<file path="src/hw/rtl/i2c_display_write_master_assert.svh">
// Assertion macros for the I2C display write master.
// Included by the RTL files that carry concurrent assertions; needs clk and rst_n in scope.
`ifndef I2C_DISPLAY_WRITE_MASTER_ASSERT_SVH
`define I2C_DISPLAY_WRITE_MASTER_ASSERT_SVH

`ifndef SYNTHESIS
// Checked only while out of reset.
`define I2CDW_ASSERT(label, prop, msg) \
  label: assert property (@(posedge clk) disable iff (!rst_n) prop) else $error(msg);
// Checked at every edge, reset included.
`define I2CDW_ASSERT_ALWAYS(label, prop, msg) \
  label: assert property (@(posedge clk) prop) else $error(msg);
`else
`define I2CDW_ASSERT(label, prop, msg)
`define I2CDW_ASSERT_ALWAYS(label, prop, msg)
`endif

`endif

</file>
<file path="src/hw/rtl/i2cdw_pkg.sv">
// Shared types, constants and helpers for the I2C display write master.
// No dependencies; used by i2cdw_step and i2c_display_write_master.
`default_nettype none

package i2cdw_pkg;

  localparam logic [7:0]  CTRL_COMMAND      = 8'h00;
  localparam logic [7:0]  CTRL_DATA         = 8'h40;
  localparam logic [7:0]  ADDR_RESET        = 8'h78;
  localparam logic [15:0] PHASE_TICKS_RESET = 16'd10;
  localparam logic [2:0]  LAST_BIT          = 3'd7;
  localparam logic [1:0]  LAST_BYTE         = 2'd2;

  localparam int          CFG_ADDR_W        = 3;
  localparam logic [CFG_ADDR_W-1:0] REG_PHASE_TICKS = 3'd0;
  localparam logic [CFG_ADDR_W-1:0] REG_ADDRESS     = 3'd4;

  typedef enum logic [10:0] {
    PH_IDLE = 11'b000_0000_0001,
    PH_S1   = 11'b000_0000_0010,
    PH_S2   = 11'b000_0000_0100,
    PH_S3   = 11'b000_0000_1000,
    PH_B1   = 11'b000_0001_0000,
    PH_B2   = 11'b000_0010_0000,
    PH_B3   = 11'b000_0100_0000,
    PH_A1   = 11'b000_1000_0000,
    PH_A2   = 11'b001_0000_0000,
    PH_A3   = 11'b010_0000_0000,
    PH_P1   = 11'b100_0000_0000
  } phase_t;

  typedef struct packed {
    phase_t      phase;
    logic [15:0] tick;
    logic [2:0]  bit_cnt;
    logic [1:0]  byte_cnt;
    logic [7:0]  shift;
    logic [7:0]  held_payload;
    logic        held_kind;
    logic        nack;
  } seq_state_t;

  typedef struct packed {
    logic scl;
    logic sda;
    logic busy;
    logic done;
    logic nack;
  } result_t;

  // Pin levels {scl, sda} for a phase; the data bit is the shifter's MSB.
  function automatic logic [1:0] pin_levels(phase_t ph, logic msb, logic [2:0] bit_cnt);
    logic [1:0] lv;
    lv = 2'b11;
    unique case (ph)
      PH_S1:   lv = 2'b11;
      PH_S2:   lv = 2'b10;
      PH_S3:   lv = 2'b00;
      PH_B1:   lv = {1'b0, msb};
      PH_B2:   lv = {1'b1, msb};
      PH_B3:   lv = {1'b0, (bit_cnt == LAST_BIT) ? 1'b1 : msb};
      PH_A1:   lv = 2'b01;
      PH_A2:   lv = 2'b11;
      PH_A3:   lv = 2'b01;
      PH_P1:   lv = 2'b10;
      default: lv = 2'b11;
    endcase
    return lv;
  endfunction

endpackage

`default_nettype wire

</file>
<file path="src/hw/rtl/i2c_display_write_master.sv">
// Top level of the write-only I2C display master: sequencer state, APB registers, result word.
// Depends on i2cdw_pkg, i2cdw_step and i2c_display_write_master_assert.svh.
//
//   Channel  Handshake                  Carries
//   in_      in_valid / in_ready        request, payload, is_data, sda_sample (one tick)
//   out_     out_valid / out_ready      scl, sda, busy, done, nack (state after the tick)
//   cfg_     psel, penable, pready      phase_ticks at 0x0, address_byte at 0x4
//
// One input word is taken per cycle while in_ready is high; its result word appears in the next cycle.
// The sequencer state and the result register both load at the accepting edge, so a
// result still waiting on out_ready does not block the input while out_ready is high.
// With out_ready low and a result held, in_ready drops until the result is taken.
// Reset (rst_n low, synchronous) idles the bus and restores the register defaults.
`default_nettype none

module i2c_display_write_master (
  input  logic                                  clk,
  input  logic                                  rst_n,
  input  logic                                  in_valid,
  output logic                                  in_ready,
  input  logic                                  in_request,
  input  logic [7:0]                            in_payload,
  input  logic                                  in_is_data,
  input  logic                                  in_sda_sample,
  output logic                                  out_valid,
  input  logic                                  out_ready,
  output logic                                  out_scl_level,
  output logic                                  out_sda_level,
  output logic                                  out_busy_res,
  output logic                                  out_done_res,
  output logic                                  out_nack_seen,
  input  logic                                  cfg_psel,
  input  logic                                  cfg_penable,
  input  logic                                  cfg_pwrite,
  input  logic [i2cdw_pkg::CFG_ADDR_W-1:0]      cfg_paddr,
  input  logic [31:0]                           cfg_pwdata,
  output logic [31:0]                           cfg_prdata,
  output logic                                  cfg_pready
);
  import i2cdw_pkg::*;

  seq_state_t  seq_r;
  seq_state_t  seq_nxt;
  result_t     res_nxt;
  result_t     res_r;
  logic        out_valid_r;
  logic [15:0] phase_ticks_r;
  logic [7:0]  address_byte_r;
  logic        in_accept;
  logic        cfg_write;

  assign in_ready  = !out_valid_r || out_ready;
  assign in_accept = in_valid && in_ready;

  i2cdw_step u_step (
    .cur          (seq_r),
    .phase_ticks  (phase_ticks_r),
    .address_byte (address_byte_r),
    .request      (in_request),
    .payload      (in_payload),
    .is_data      (in_is_data),
    .sda_sample   (in_sda_sample),
    .nxt          (seq_nxt),
    .res          (res_nxt)
  );

  always_ff @(posedge clk) begin
    if (!rst_n) begin
      seq_r.phase        <= PH_IDLE;
      seq_r.tick         <= 16'd0;
      seq_r.bit_cnt      <= 3'd0;
      seq_r.byte_cnt     <= 2'd0;
      seq_r.shift        <= 8'd0;
      seq_r.held_payload <= 8'd0;
      seq_r.held_kind    <= 1'b0;
      seq_r.nack         <= 1'b0;
      out_valid_r        <= 1'b0;
    end else begin
      if (in_accept) begin
        seq_r       <= seq_nxt;
        out_valid_r <= 1'b1;
      end else if (out_ready) begin
        out_valid_r <= 1'b0;
      end
    end
  end

  // Result word; no reset needed since out_valid qualifies it.
  always_ff @(posedge clk) begin
    if (in_accept) begin
      res_r <= res_nxt;
    end
  end

  assign out_valid     = out_valid_r;
  assign out_scl_level = res_r.scl;
  assign out_sda_level = res_r.sda;
  assign out_busy_res  = res_r.busy;
  assign out_done_res  = res_r.done;
  assign out_nack_seen = res_r.nack;

  // APB registers. The word offset is taken from bit 2 of the address.
  assign cfg_pready = 1'b1;
  assign cfg_write  = cfg_psel && cfg_penable && cfg_pwrite && cfg_pready;

  always_ff @(posedge clk) begin
    if (!rst_n) begin
      phase_ticks_r  <= PHASE_TICKS_RESET;
      address_byte_r <= ADDR_RESET;
    end else if (cfg_write) begin
      if (cfg_paddr[2] == REG_ADDRESS[2]) begin
        address_byte_r <= cfg_pwdata[7:0];
      end else begin
        phase_ticks_r <= cfg_pwdata[15:0];
      end
    end
  end

  always_comb begin
    if (cfg_paddr[2] == REG_ADDRESS[2]) begin
      cfg_prdata = {24'd0, address_byte_r};
    end else begin
      cfg_prdata = {16'd0, phase_ticks_r};
    end
  end

  `include "i2c_display_write_master_assert.svh"

  `I2CDW_ASSERT(a_done_not_busy, out_valid_r && out_done_res |-> !out_busy_res, "done word still shows busy")
  `I2CDW_ASSERT(a_byte_cnt_range, seq_r.byte_cnt != 2'd3, "byte counter out of range")
  `I2CDW_ASSERT(a_idle_counters, seq_r.phase == PH_IDLE |-> seq_r.bit_cnt == 3'd0 && seq_r.byte_cnt == 2'd0, "idle with counters not cleared")
  `I2CDW_ASSERT(a_start_clears_nack, in_accept && in_request && seq_r.phase == PH_IDLE |=> out_busy_res && !out_nack_seen && out_scl_level && out_sda_level, "start word wrong")

endmodule

`default_nettype wire

</file>
<file path="src/hw/rtl/i2cdw_step.sv">
// Next-state and result logic of the bus sequencer for one clock tick.
// Depends on i2cdw_pkg.
`default_nettype none

module i2cdw_step (
  input  i2cdw_pkg::seq_state_t cur,
  input  logic [15:0]           phase_ticks,
  input  logic [7:0]            address_byte,
  input  logic                  request,
  input  logic [7:0]            payload,
  input  logic                  is_data,
  input  logic                  sda_sample,
  output i2cdw_pkg::seq_state_t nxt,
  output i2cdw_pkg::result_t    res
);
  import i2cdw_pkg::*;

  logic [15:0] len;
  logic [16:0] tick_inc;
  logic        phase_end;
  logic        done;
  logic [1:0]  byte_inc;
  logic [1:0]  lv;

  assign len       = (phase_ticks == 16'd0) ? 16'd1 : phase_ticks;
  assign tick_inc  = {1'b0, cur.tick} + 17'd1;
  assign phase_end = (tick_inc >= {1'b0, len});
  assign byte_inc  = cur.byte_cnt + 2'd1;

  always_comb begin
    nxt  = cur;
    done = 1'b0;
    if (cur.phase == PH_IDLE) begin
      if (request) begin
        nxt.held_payload = payload;
        nxt.held_kind    = is_data;
        nxt.nack         = 1'b0;
        nxt.byte_cnt     = 2'd0;
        nxt.bit_cnt      = 3'd0;
        nxt.shift        = address_byte;
        nxt.phase        = PH_S1;
        nxt.tick         = 16'd0;
      end
    end else if (phase_end) begin
      nxt.tick = 16'd0;
      unique case (cur.phase)
        PH_S1: nxt.phase = PH_S2;
        PH_S2: nxt.phase = PH_S3;
        PH_S3: begin
          nxt.bit_cnt = 3'd0;
          nxt.phase   = PH_B1;
        end
        PH_B1: nxt.phase = PH_B2;
        PH_B2: nxt.phase = PH_B3;
        PH_B3: begin
          nxt.shift = {cur.shift[6:0], 1'b0};
          if (cur.bit_cnt == LAST_BIT) begin
            nxt.bit_cnt = 3'd0;
            nxt.phase   = PH_A1;
          end else begin
            nxt.bit_cnt = cur.bit_cnt + 3'd1;
            nxt.phase   = PH_B1;
          end
        end
        PH_A1: nxt.phase = PH_A2;
        PH_A2: begin
          if (sda_sample) begin
            nxt.nack = 1'b1;
          end
          nxt.phase = PH_A3;
        end
        PH_A3: begin
          if (cur.byte_cnt >= LAST_BYTE) begin
            nxt.phase = PH_P1;
          end else begin
            // Second byte is the control byte, third is the held payload.
            nxt.byte_cnt = byte_inc;
            nxt.shift    = (byte_inc == 2'd1)
                           ? (cur.held_kind ? CTRL_DATA : CTRL_COMMAND)
                           : cur.held_payload;
            nxt.bit_cnt  = 3'd0;
            nxt.phase    = PH_B1;
          end
        end
        PH_P1: begin
          nxt.byte_cnt = 2'd0;
          nxt.phase    = PH_IDLE;
          done         = 1'b1;
        end
        default: nxt.phase = PH_IDLE;
      endcase
    end else begin
      nxt.tick = tick_inc[15:0];
    end
  end

  assign lv       = pin_levels(nxt.phase, nxt.shift[7], nxt.bit_cnt);
  assign res.scl  = lv[1];
  assign res.sda  = lv[0];
  assign res.busy = (nxt.phase != PH_IDLE);
  assign res.done = done;
  assign res.nack = nxt.nack;

endmodule

`default_nettype wire

</file>
<file path="config.mk">
export PLATFORM = sky130hd
export DESIGN_NAME = i2c_display_write_master
export DESIGN_NICKNAME = d
export VERILOG_FILES = /design/src/hw/rtl/i2cdw_pkg.sv /design/src/hw/rtl/i2c_display_write_master.sv /design/src/hw/rtl/i2cdw_step.sv
export VERILOG_INCLUDE_DIRS = /design/src /design/src/hw/rtl
export SDC_FILE = /design/constraint.sdc
export NUM_CORES = 1
export LEC_CHECK = 0
export ABC_CLOCK_PERIOD_IN_PS = 3950
export BUFFER_PORTS_ARGS = -buffer_cell sky130_fd_sc_hd__buf_2
export CELL_PAD_IN_SITES_DETAIL_PLACEMENT = 0
export CELL_PAD_IN_SITES_GLOBAL_PLACEMENT = 1
export CORE_ASPECT_RATIO = 0.9
export CORE_MARGIN = 3
export CORE_UTILIZATION = 31
export CTS_CLUSTER_DIAMETER = 80
export DETAILED_ROUTE_END_ITERATION = 12
export PLACE_DENSITY = 0.7
export SYNTH_ARGS = -nofsm -noshare
export SYNTH_HDL_FRONTEND = slang
export SYNTH_HIERARCHICAL = 1
export SYNTH_SLANG_ARGS = --single-unit
</file>
<file path="constraint.sdc">
create_clock -name clk -period 3.95 [get_ports clk]
set_input_delay 0.79 -clock clk [delete_from_list [all_inputs] [get_ports clk]]
set_output_delay 0.79 -clock clk [all_outputs]
set_load 0.01 [all_outputs]
</file>
Word-level counts from Yosys, hierarchy flattened
Cells that the tools add are included.
Storage, ports and cells
  register bits: 80
  input bits: 53
  output and inout port bits: 40
  word-level logic and storage cells: 94
Operators by class
  add/subtract/negate cells: 3
  order comparisons: 2
  equality and inequality tests: 25
  multiplexer cells: 26
  bitwise logic cells: 2
  reductions and logical operators: 19
Operator list (number)
  11-bit one-hot mux with 9 select lines: 1
  50-bit 2-to-1 mux: 1
  16-bit 2-to-1 mux: 3
  40-bit 2-to-1 mux: 1
  13-bit 2-to-1 mux: 2
  11-bit by 10-bit == test with 1-bit output (second input constant): 2
  11-bit == test (second input constant): 2
  11-bit by 3-bit == test with 1-bit output (second input constant): 2
  11-bit by 4-bit == test with 1-bit output (second input constant): 2
  11-bit by 5-bit == test with 1-bit output (second input constant): 2
  11-bit by 6-bit == test with 1-bit output (second input constant): 2
  11-bit by 7-bit == test with 1-bit output (second input constant): 2
  11-bit by 8-bit == test with 1-bit output (second input constant): 2
  11-bit 2-to-1 mux: 2
  16-bit by 1-bit adder with 17-bit output (second input constant): 1
  17-bit by 16-bit greater-or-equal comparator with 1-bit output: 1
  16-bit logical NOT: 1
  8-bit 2-to-1 mux: 2
  8-bit one-hot mux with 2 select lines: 1
  2-bit one-hot mux with 6 select lines: 1
  11-bit by 1-bit == test with 1-bit output (second input constant): 1
  11-bit by 2-bit == test with 1-bit output (second input constant): 1
  11-bit by 9-bit == test with 1-bit output (second input constant): 1
  11-bit by 1-bit inequality test with 1-bit output (second input constant): 1
  22 further kinds: 40

Logic depth before layout (Yosys ltp)
Gate-level depths: netlist of run 1.
  depth after elaboration: 10
  depth in mapped cells: 20
  gate-level depth less buffers: 19

Modules after synthesis
The synthesis of run 1 kept the hierarchy.
Modules (own cells, without submodules)
  i2c_display_write_master: times used 1, cells each 361, area an instance 3407.0 um^2, seq. area each 1651.6 um^2
  i2cdw_step: times used 1, cells each 383, area an instance 2401.1 um^2, seq. area each 0.0 um^2

Least setup slack after synthesis of run 1
Ideal clock, no wire load.
  path type: register -> register
  start: register seq_r[23] (netlist bit)
  end: register res_r (netlist bit out_sda_level) (data pin)
  setup time: 0.263 ns
  data arrival time: 3.749 ns
  data required time: 3.687 ns
  path slack: -0.062 ns
  stages on the path, launching flop included: 19
  path buffers: 1
  period minus slack after synthesis: 4.012 ns
  cell sequence: dfxtp_1 ha_1 nand3_1 nor2_1 nand3_1 nor3_1 xor2_1 ha_1 a21oi_1 o21ai_0 a221oi_1 and3_1 nand2_1 and2_1 clkbuf_1 a32o_1 and4bb_1 o31ai_1 nand3_1
RTL lines
  start, declared: RTL line i2c_display_write_master.sv:42  | seq_state_t seq_r;
  start signal, assigned: RTL line i2c_display_write_master.sv:80  | seq_r <= seq_nxt;
  end signal, assigned: RTL line i2c_display_write_master.sv:91  | res_r <= res_nxt;
  end, declared: RTL line i2c_display_write_master.sv:45  | result_t res_r;

==> results.py, run 1 <==
metrics = {
    "run_status": {
        "status": "finished, final reports clean",
    },
    "timing": {
        "finalCriticalPeriod_ps": 3729,
        "final-hold-violation-count": 0,
        "max_freq_mhz": 268.2,
        "slew_viol_final": 0,
        "post-route-period-util_pct": 94.40,
        "finalSetupViolations": 0,
        "worst_clock_skew_ps": 9.950,
        "worst_pin_slew_ps": 994.4,
        "timing.slew.headroom_pct": 33.71,
        "setup_tns_ps": 0,
    },
    "worst_setup_path": {
        "cp_slowest_cell": "dfxtp_1",
        "worstPathCellList": "buf_4 -> nand2_1 -> nor2_2 -> and2_4 -> nand4_1 -> nor3_2 -> xor2_1 -> ha_1 -> and3_1 -> a221oi_2 -> and3_4 -> nand2_1 -> and2_2 -> a32o_1 -> and4bb_1 -> o31ai_2 -> nand3_1",
        "path_max_fanout": 6,
        "critPathKind": "register to register",
        "critical_path_buf_inv_count": 1,
        "critical_path.top_delay_family": "simple AND/OR/NAND/NOR gates",
        "crit_top_cell": "nand2_1",
        "required_ps": 4030,
        "max_stage_delay_ps": 340,
        "cp.arrival_ps": 3810,
        "endpoint_kind": "register",
        "start_kind": "register",
    },
    "global_routing": {
        "grt_max_degree": 100,
        "gr-usage-met2_pct": 22.44,
        "met1_usage_pct": 22.01,
        "grt_overflow": 0,
        "antenna_found_initial": 0,
        "grt-busiest-layer": "met2",
        "grt_usage_pct": 15.00,
        "grt_pass1_vias": 4962,
        "grt_util_met3_pct": 2.700,
        "grt_pass1_wl_mm": 25.01,
    },
    "layout": {
        "area_growth_pct": 19.22,
        "largest_reg_flops": 50,
        "reg_top3": "seq_r x50, phase_ticks_r x16, address_byte_r x8",
        "drive_above_1_share_pct": 23.86,
        "nets": 899,
        "regMostFlops": "seq_r",
        "antenna_cells": 0,
    },
    "place": {
        "gp_congestion": 0.8400,
        "io_buffers": 57,
        "hpwl_mm": 10.67,
    },
    "synth": {
        "synth-seq-cells": 80,
        "synth-edff-count": 5,
        "netlist_area_um2": 5808,
        "async_flop_share_pct": 0,
        "syn_inst": 744,
        "synth.distinct_cells": 76,
        "avgSynthCellArea_um2": 7.807,
        "synth_ff_type": "dfxtp_1",
        "ys_warn_count": 6,
        "yosysSeqAreaShare_pct": 28.44,
    },
    "clocking": {
        "cts.sinks": 80,
        "cts_buffers": 9,
        "holdBufCountCts": 0,
        "htree_levels": 3,
        "tritoncts": "done",
        "root_buffer": "clkbuf_16",
        "clk_latency_ps": 350,
        "cts_buffer_depth": 2,
        "path_clk_slew_ps": 60,
    },
    "route": {
        "totalWireLength_mm": 14.92,
        "viasPerCell": 4.935,
        "drt_iter0_drc": 348,
        "wl_per_cell_um": 13.94,
        "vias": 5280,
        "antenna_left": 0,
        "drt-pass1-iter-count": 5,
        "drc": 0,
    },
    "floorplanning": {
        "rows": 46,
        "io_pins": 93,
        "die_y_um": 135.9,
        "die_width_um": 150.3,
        "die_area_um2": 20420,
        "initial_utilization_pct": 32.24,
        "core_area_um2": 18010,
    },
    "power_and_ir_drop": {
        "peakVddDrop_uv": 241.1,
        "power_density_nw_per_um2": 300.4,
        "p_leak_nw": 3.030,
        "design_power_total_mw": 2.080,
    },
    "worst_hold_path": {
        "min_path_type": "register to register",
    },
    "job": {
        "cap_violations": 0,
    },
}
[path summary, 6_finish.rpt]
| kind | from | end | slack (ps) | cells after the start |
|---|---|---|---|---|
| hold reg to reg | seq_r[18] | seq_r[18] | 460 | 2 |
| hold / removal | seq_r[18] | seq_r[18] | 460 | 2 |
| setup reg to reg | seq_r[23] | out_sda_level | 220 | 17 |
| setup / recovery | seq_r[23] | out_sda_level | 220 | 17 |
[cell families after synthesis]
family                   share of synthesized area (%)
AO/OA/AOI/OAI                                    14.05
XOR/XNOR                                         2.865
adder cells (fa/ha/maj)                          4.524
buffers and inverters                            9.759
flip-flops                                       28.44
multiplexers                                     11.40
other                                           0.1293
AND/OR/NAND/NOR                                  28.85
[Yosys cell counts (all sizes together), types with 9 or more instances]
| cell type | n | area [um2] |
|---|---|---|
| ha | 21 | 262.8 |
| a22o | 11 | 96.34 |
| nor4 | 10 | 62.56 |
| a21oi | 19 | 106.4 |
| o21ai | 39 | 195.2 |
| nor2 | 36 | 147.6 |
| nor2b | 9 | 56.30 |
| mux2i | 56 | 560.5 |
| nand4 | 10 | 75.07 |
| inv | 25 | 93.84 |
| clkbuf | 20 | 75.07 |
| nand2 | 190 | 713.2 |
| buf | 48 | 397.9 |
| mux2 | 9 | 101.4 |
| dfxtp | 75 | 1501 |
| xor2 | 11 | 96.34 |
| nor3 | 15 | 85.08 |
| nand3 | 39 | 205.2 |
[layout by cell type (no fill, tap or decap), types with 4 or more instances in the layout]
cell and instances:
xor2_1 9, mux2i_1 56, a222oi_1 5, conb_1 17
buf_2 56, o211ai_1 4, and2_1 4, nand4_1 8
edfxtp_1 5, a31oi_1 6, clkbuf_16 9, xnor2_1 8
a21oi_1 15, nor4_1 10, a21oi_2 4, nand2_1 190
dfxtp_1 75, nor2_4 4, o21ai_1 4, nor2_1 29
and3_1 6, mux2_2 9, nand3_1 35, a22o_1 11
buf_4 66, nor2b_1 9, o21ai_0 34, ha_1 20
inv_1 25, nor3_1 11
[power breakdown]
| group | switching (mW) | internal [mW] | leakage [nW] |
|---|---|---|---|
| Clock | 0.359 | 0.557 | 0.157 |
| Sequential | 0.0208 | 0.837 | 0.650 |
| Combinational | 0.187 | 0.119 | 2.22 |
| Total | 0.567 | 1.51 | 3.03 |
[repair_timing]
| item | 4_1_cts | 5_1_grt |
|---|---|---|
| setup buffers | 0 | 3 |
| setup endpoints to repair | 2 | 21 |
| resized for setup | 2 | 29 |
| hold endpoints to repair | 0 | 0 |
| pin swaps | 0 | 10 |
[metal layers]
| layer | part of all wire (%) | vias to the layer above |
|---|---|---|
| met1 | 53 | 2441 |
| met4 | 1.6 | 0 |
| met5 | 0 | - |
| met3 | 3.5 | 14 |
| met2 | 42 | 99 |
| li1 | - | 2726 |
[per-stage QoR]
stage	area, um2	hold slack (ps)	worst slack (ps)	utilization (%)	std cells
finish	6924	461.1	221.1	38.44	1070
global route	6924	492.9	-22.40	38.44	1070
CTS	6789	466.4	21.04	37.69	1067
detailed placement	6457	456.2	-5.575	35.85	1051
global placement	6457	445.7	-30.12	35.85	1051
floorplan	5869	431.4	1.105	-	759
[tightest hold or removal path, cell delays in order, from the launching register on]
cell and delay [ps]:
dfxtp_1 310, nand2_1 50, mux2i_1 50
[cell type report]
type                    instances  area (um2)
clock inverters                 6       91.34
multi-input cells             586        3771
inverters                      25       93.84
well taps                     240       300.3
clock buffers                  10       229.0
fillers                      1895       11090
flip-flops and latches         80        1652
repair buffers                123       787.0
Power figures use the tool's default switching activity.
==> run 2: changes to the inputs <==
--- a/config.mk
+++ b/config.mk
@@ -8,14 +8,12 @@
 export LEC_CHECK = 0
 export ABC_CLOCK_PERIOD_IN_PS = 3950
 export BUFFER_PORTS_ARGS = -buffer_cell sky130_fd_sc_hd__buf_2
-export CELL_PAD_IN_SITES_DETAIL_PLACEMENT = 0
-export CELL_PAD_IN_SITES_GLOBAL_PLACEMENT = 1
 export CORE_ASPECT_RATIO = 0.9
 export CORE_MARGIN = 3
 export CORE_UTILIZATION = 31
 export CTS_CLUSTER_DIAMETER = 80
 export DETAILED_ROUTE_END_ITERATION = 12
-export PLACE_DENSITY = 0.7
+export PLACE_DENSITY = 0.56
 export SYNTH_ARGS = -nofsm -noshare
 export SYNTH_HDL_FRONTEND = slang
 export SYNTH_HIERARCHICAL = 1
==> results.py, run 2 (same netlist as run 1, synthesis figures left out) <==
metrics = {
    "clocking": {
        "cts_buffers": 9,
        "clk_latency_ps": 350,
        "tritoncts": "done",
        "path_clk_slew_ps": 60,
        "root_buffer": "clkbuf_16",
        "cts.sinks": 80,
        "htree_levels": 3,
        "cts_buffer_depth": 2,
    },
    "global_routing": {
        "grt_pass1_vias": 4718,
        "antenna_found_initial": 0,
        "grt_usage_pct": 14.62,
        "grt_max_degree": 108,
        "grt_pass1_wl_mm": 24.21,
        "grt_overflow": 0,
    },
    "place": {
        "postPlaceCellArea_um2": 6390,
        "gp_congestion": 0.8738,
        "io_buffers": 57,
        "pre_cts_ws_ps": -0.6355,
        "dp_cells": 1042,
        "hpwl_mm": 10.42,
    },
    "worst_setup_path": {
        "cp_slowest_cell": "dfxtp_1",
        "critical_path_buf_inv_count": 3,
        "endpoint": "out_sda_level",
        "endpoint_kind": "register",
        "path_depth": 18,
        "critPathKind": "register to register",
        "r2r_slack_ps": 190,
        "critical_path.top_delay_family": "simple AND/OR/NAND/NOR gates",
        "worstPathCellList": "buf_4 -> nand2_1 -> nor2_2 -> and2_4 -> buf_4 -> and3_1 -> xor2_2 -> ha_1 -> and3_1 -> buf_4 -> nand3_1 -> and3_4 -> nand2_1 -> and2_2 -> a32o_1 -> and4bb_2 -> o31ai_2 -> nand3_1",
        "worstSetupStartpoint": "seq_r[23]",
        "path_max_fanout": 6,
        "start_kind": "register",
        "r2r_start": "seq_r[23]",
        "max_stage_delay_ps": 340,
        "crit_top_cell": "buf_4",
        "timing.rr.end": "out_sda_level",
        "reg2regPathDepth": 18,
        "cp.arrival_ps": 3840,
        "required_ps": 4040,
    },
    "route": {
        "wl_per_cell_um": 13.95,
        "vias": 5223,
        "drt-pass1-iter-count": 7,
        "antenna_left": 0,
        "drc": 0,
        "drt_iter0_drc": 329,
        "viasPerCell": 4.927,
        "totalWireLength_mm": 14.79,
    },
    "power_and_ir_drop": {
        "power_density_nw_per_um2": 290.7,
        "design_power_total_mw": 1.991,
        "peakVddDrop_uv": 241.2,
        "p_leak_nw": 2.990,
    },
    "layout": {
        "fin_area_um2": 6850,
        "regMostFlops": "seq_r",
        "antenna_cells": 0,
        "nets": 889,
        "largest_reg_flops": 50,
        "layout_commonest_cell": "nand2_1",
        "stdcell_count": 1060,
        "reg_top3": "seq_r x50, phase_ticks_r x16, address_byte_r x8",
        "area_growth_pct": 17.94,
        "final_cell_mix": "nand2_1 (190), dfxtp_1 (75), mux2i_1 (56), buf_2 (56), buf_4 (54)",
        "drive_above_1_share_pct": 23.05,
    },
    "timing": {
        "final-hold-violation-count": 0,
        "worst_pin_slew_ps": 1021,
        "post-route-period-util_pct": 95.09,
        "worst_clock_skew_ps": 10.31,
        "timing.slew.headroom_pct": 31.94,
        "finalSetupViolations": 0,
        "setup_tns_ps": 0,
        "max_freq_mhz": 266.2,
        "finalCriticalPeriod_ps": 3756,
        "slew_viol_final": 0,
        "fin_ws_ps": 194.1,
    },
    "worst_hold_path": {
        "min_path_type": "register to register",
    },
    "run_status": {
        "status": "finished, final reports clean",
    },
    "job": {
        "cap_violations": 0,
    },
    "floorplanning": {
        "core_area_um2": 18010,
        "initial_utilization_pct": 32.24,
        "die_area_um2": 20420,
        "rows": 46,
        "io_pins": 93,
        "die_width_um": 150.3,
        "die_y_um": 135.9,
    },
}
## run 2: layout make-up
| cell class | count | area, um2 |
|---|---|---|
| repair buffers | 113 | 719.4 |
| well taps | 240 | 300.3 |
| clock inverters | 3 | 22.52 |
| inverters | 25 | 93.84 |
| multi-input cells | 586 | 3791 |
| fillers | 1885 | 11160 |
| clock buffers | 13 | 271.5 |
| flip-flops and latches | 80 | 1652 |
## run 2: per-stage QoR
step,hold slack (ps),util (%)
CTS,458.8,37.14
floorplan,431.4,-
detailed placement,450.0,35.47
finish,456.0,38.03
global placement,446.7,35.47
global route,484.5,38.03
## run 2: how the worst min path moves through the flow
stage,cells past startpoint,end,startpoint,slack (ps)
6_report,2,seq_r[18],seq_r[18],460
5_1_grt,2,seq_r[13],seq_r[13],480
4_1_cts,2,seq_r[18],seq_r[18],460
3_5_place_dp,2,seq_r[18],seq_r[18],450
3_3_place_gp,2,seq_r[18],seq_r[18],450
2_1_floorplan,2,seq_r[44],seq_r[44],430
## run 2: metal layers
metal / vias up / wire length, um / global-route usage, %
li1: 2714 / - / -
met1: 2401 / 7718 / 21.48
met2: 100 / 6320 / 21.54
met3: 8 / 604 / 3.133
met4: 0 / 146 / 3.963
met5: - / 0 / 0
## run 2: where the power goes
part	leakage (nW)	total, mW	internal [mW]	switching, mW
clock	0.145	0.832	0.484	0.348
sequential	0.650	0.859	0.837	0.0221
combinational	2.20	0.300	0.115	0.185
total	2.99	1.99	1.44	0.555
## run 2: timing repair
action	4_1_cts	5_1_grt
setup buffers	0	2
pin swaps	0	14
hold buffers	0	0
setup endpoints to repair	2	13
gates resized for setup	1	37
## run 2: worst register-to-register path: stages (launching register included)
cell and delay, ps:
dfxtp_1 340, buf_4 140, nand2_1 90, nor2_2 110, and2_4 160, buf_4 120
and3_1 190, xor2_2 200, ha_1 290, and3_1 210, buf_4 140, nand3_1 150
and3_4 230, nand2_1 90, and2_2 230, a32o_1 280, and4bb_2 270, o31ai_2 180
nand3_1 100
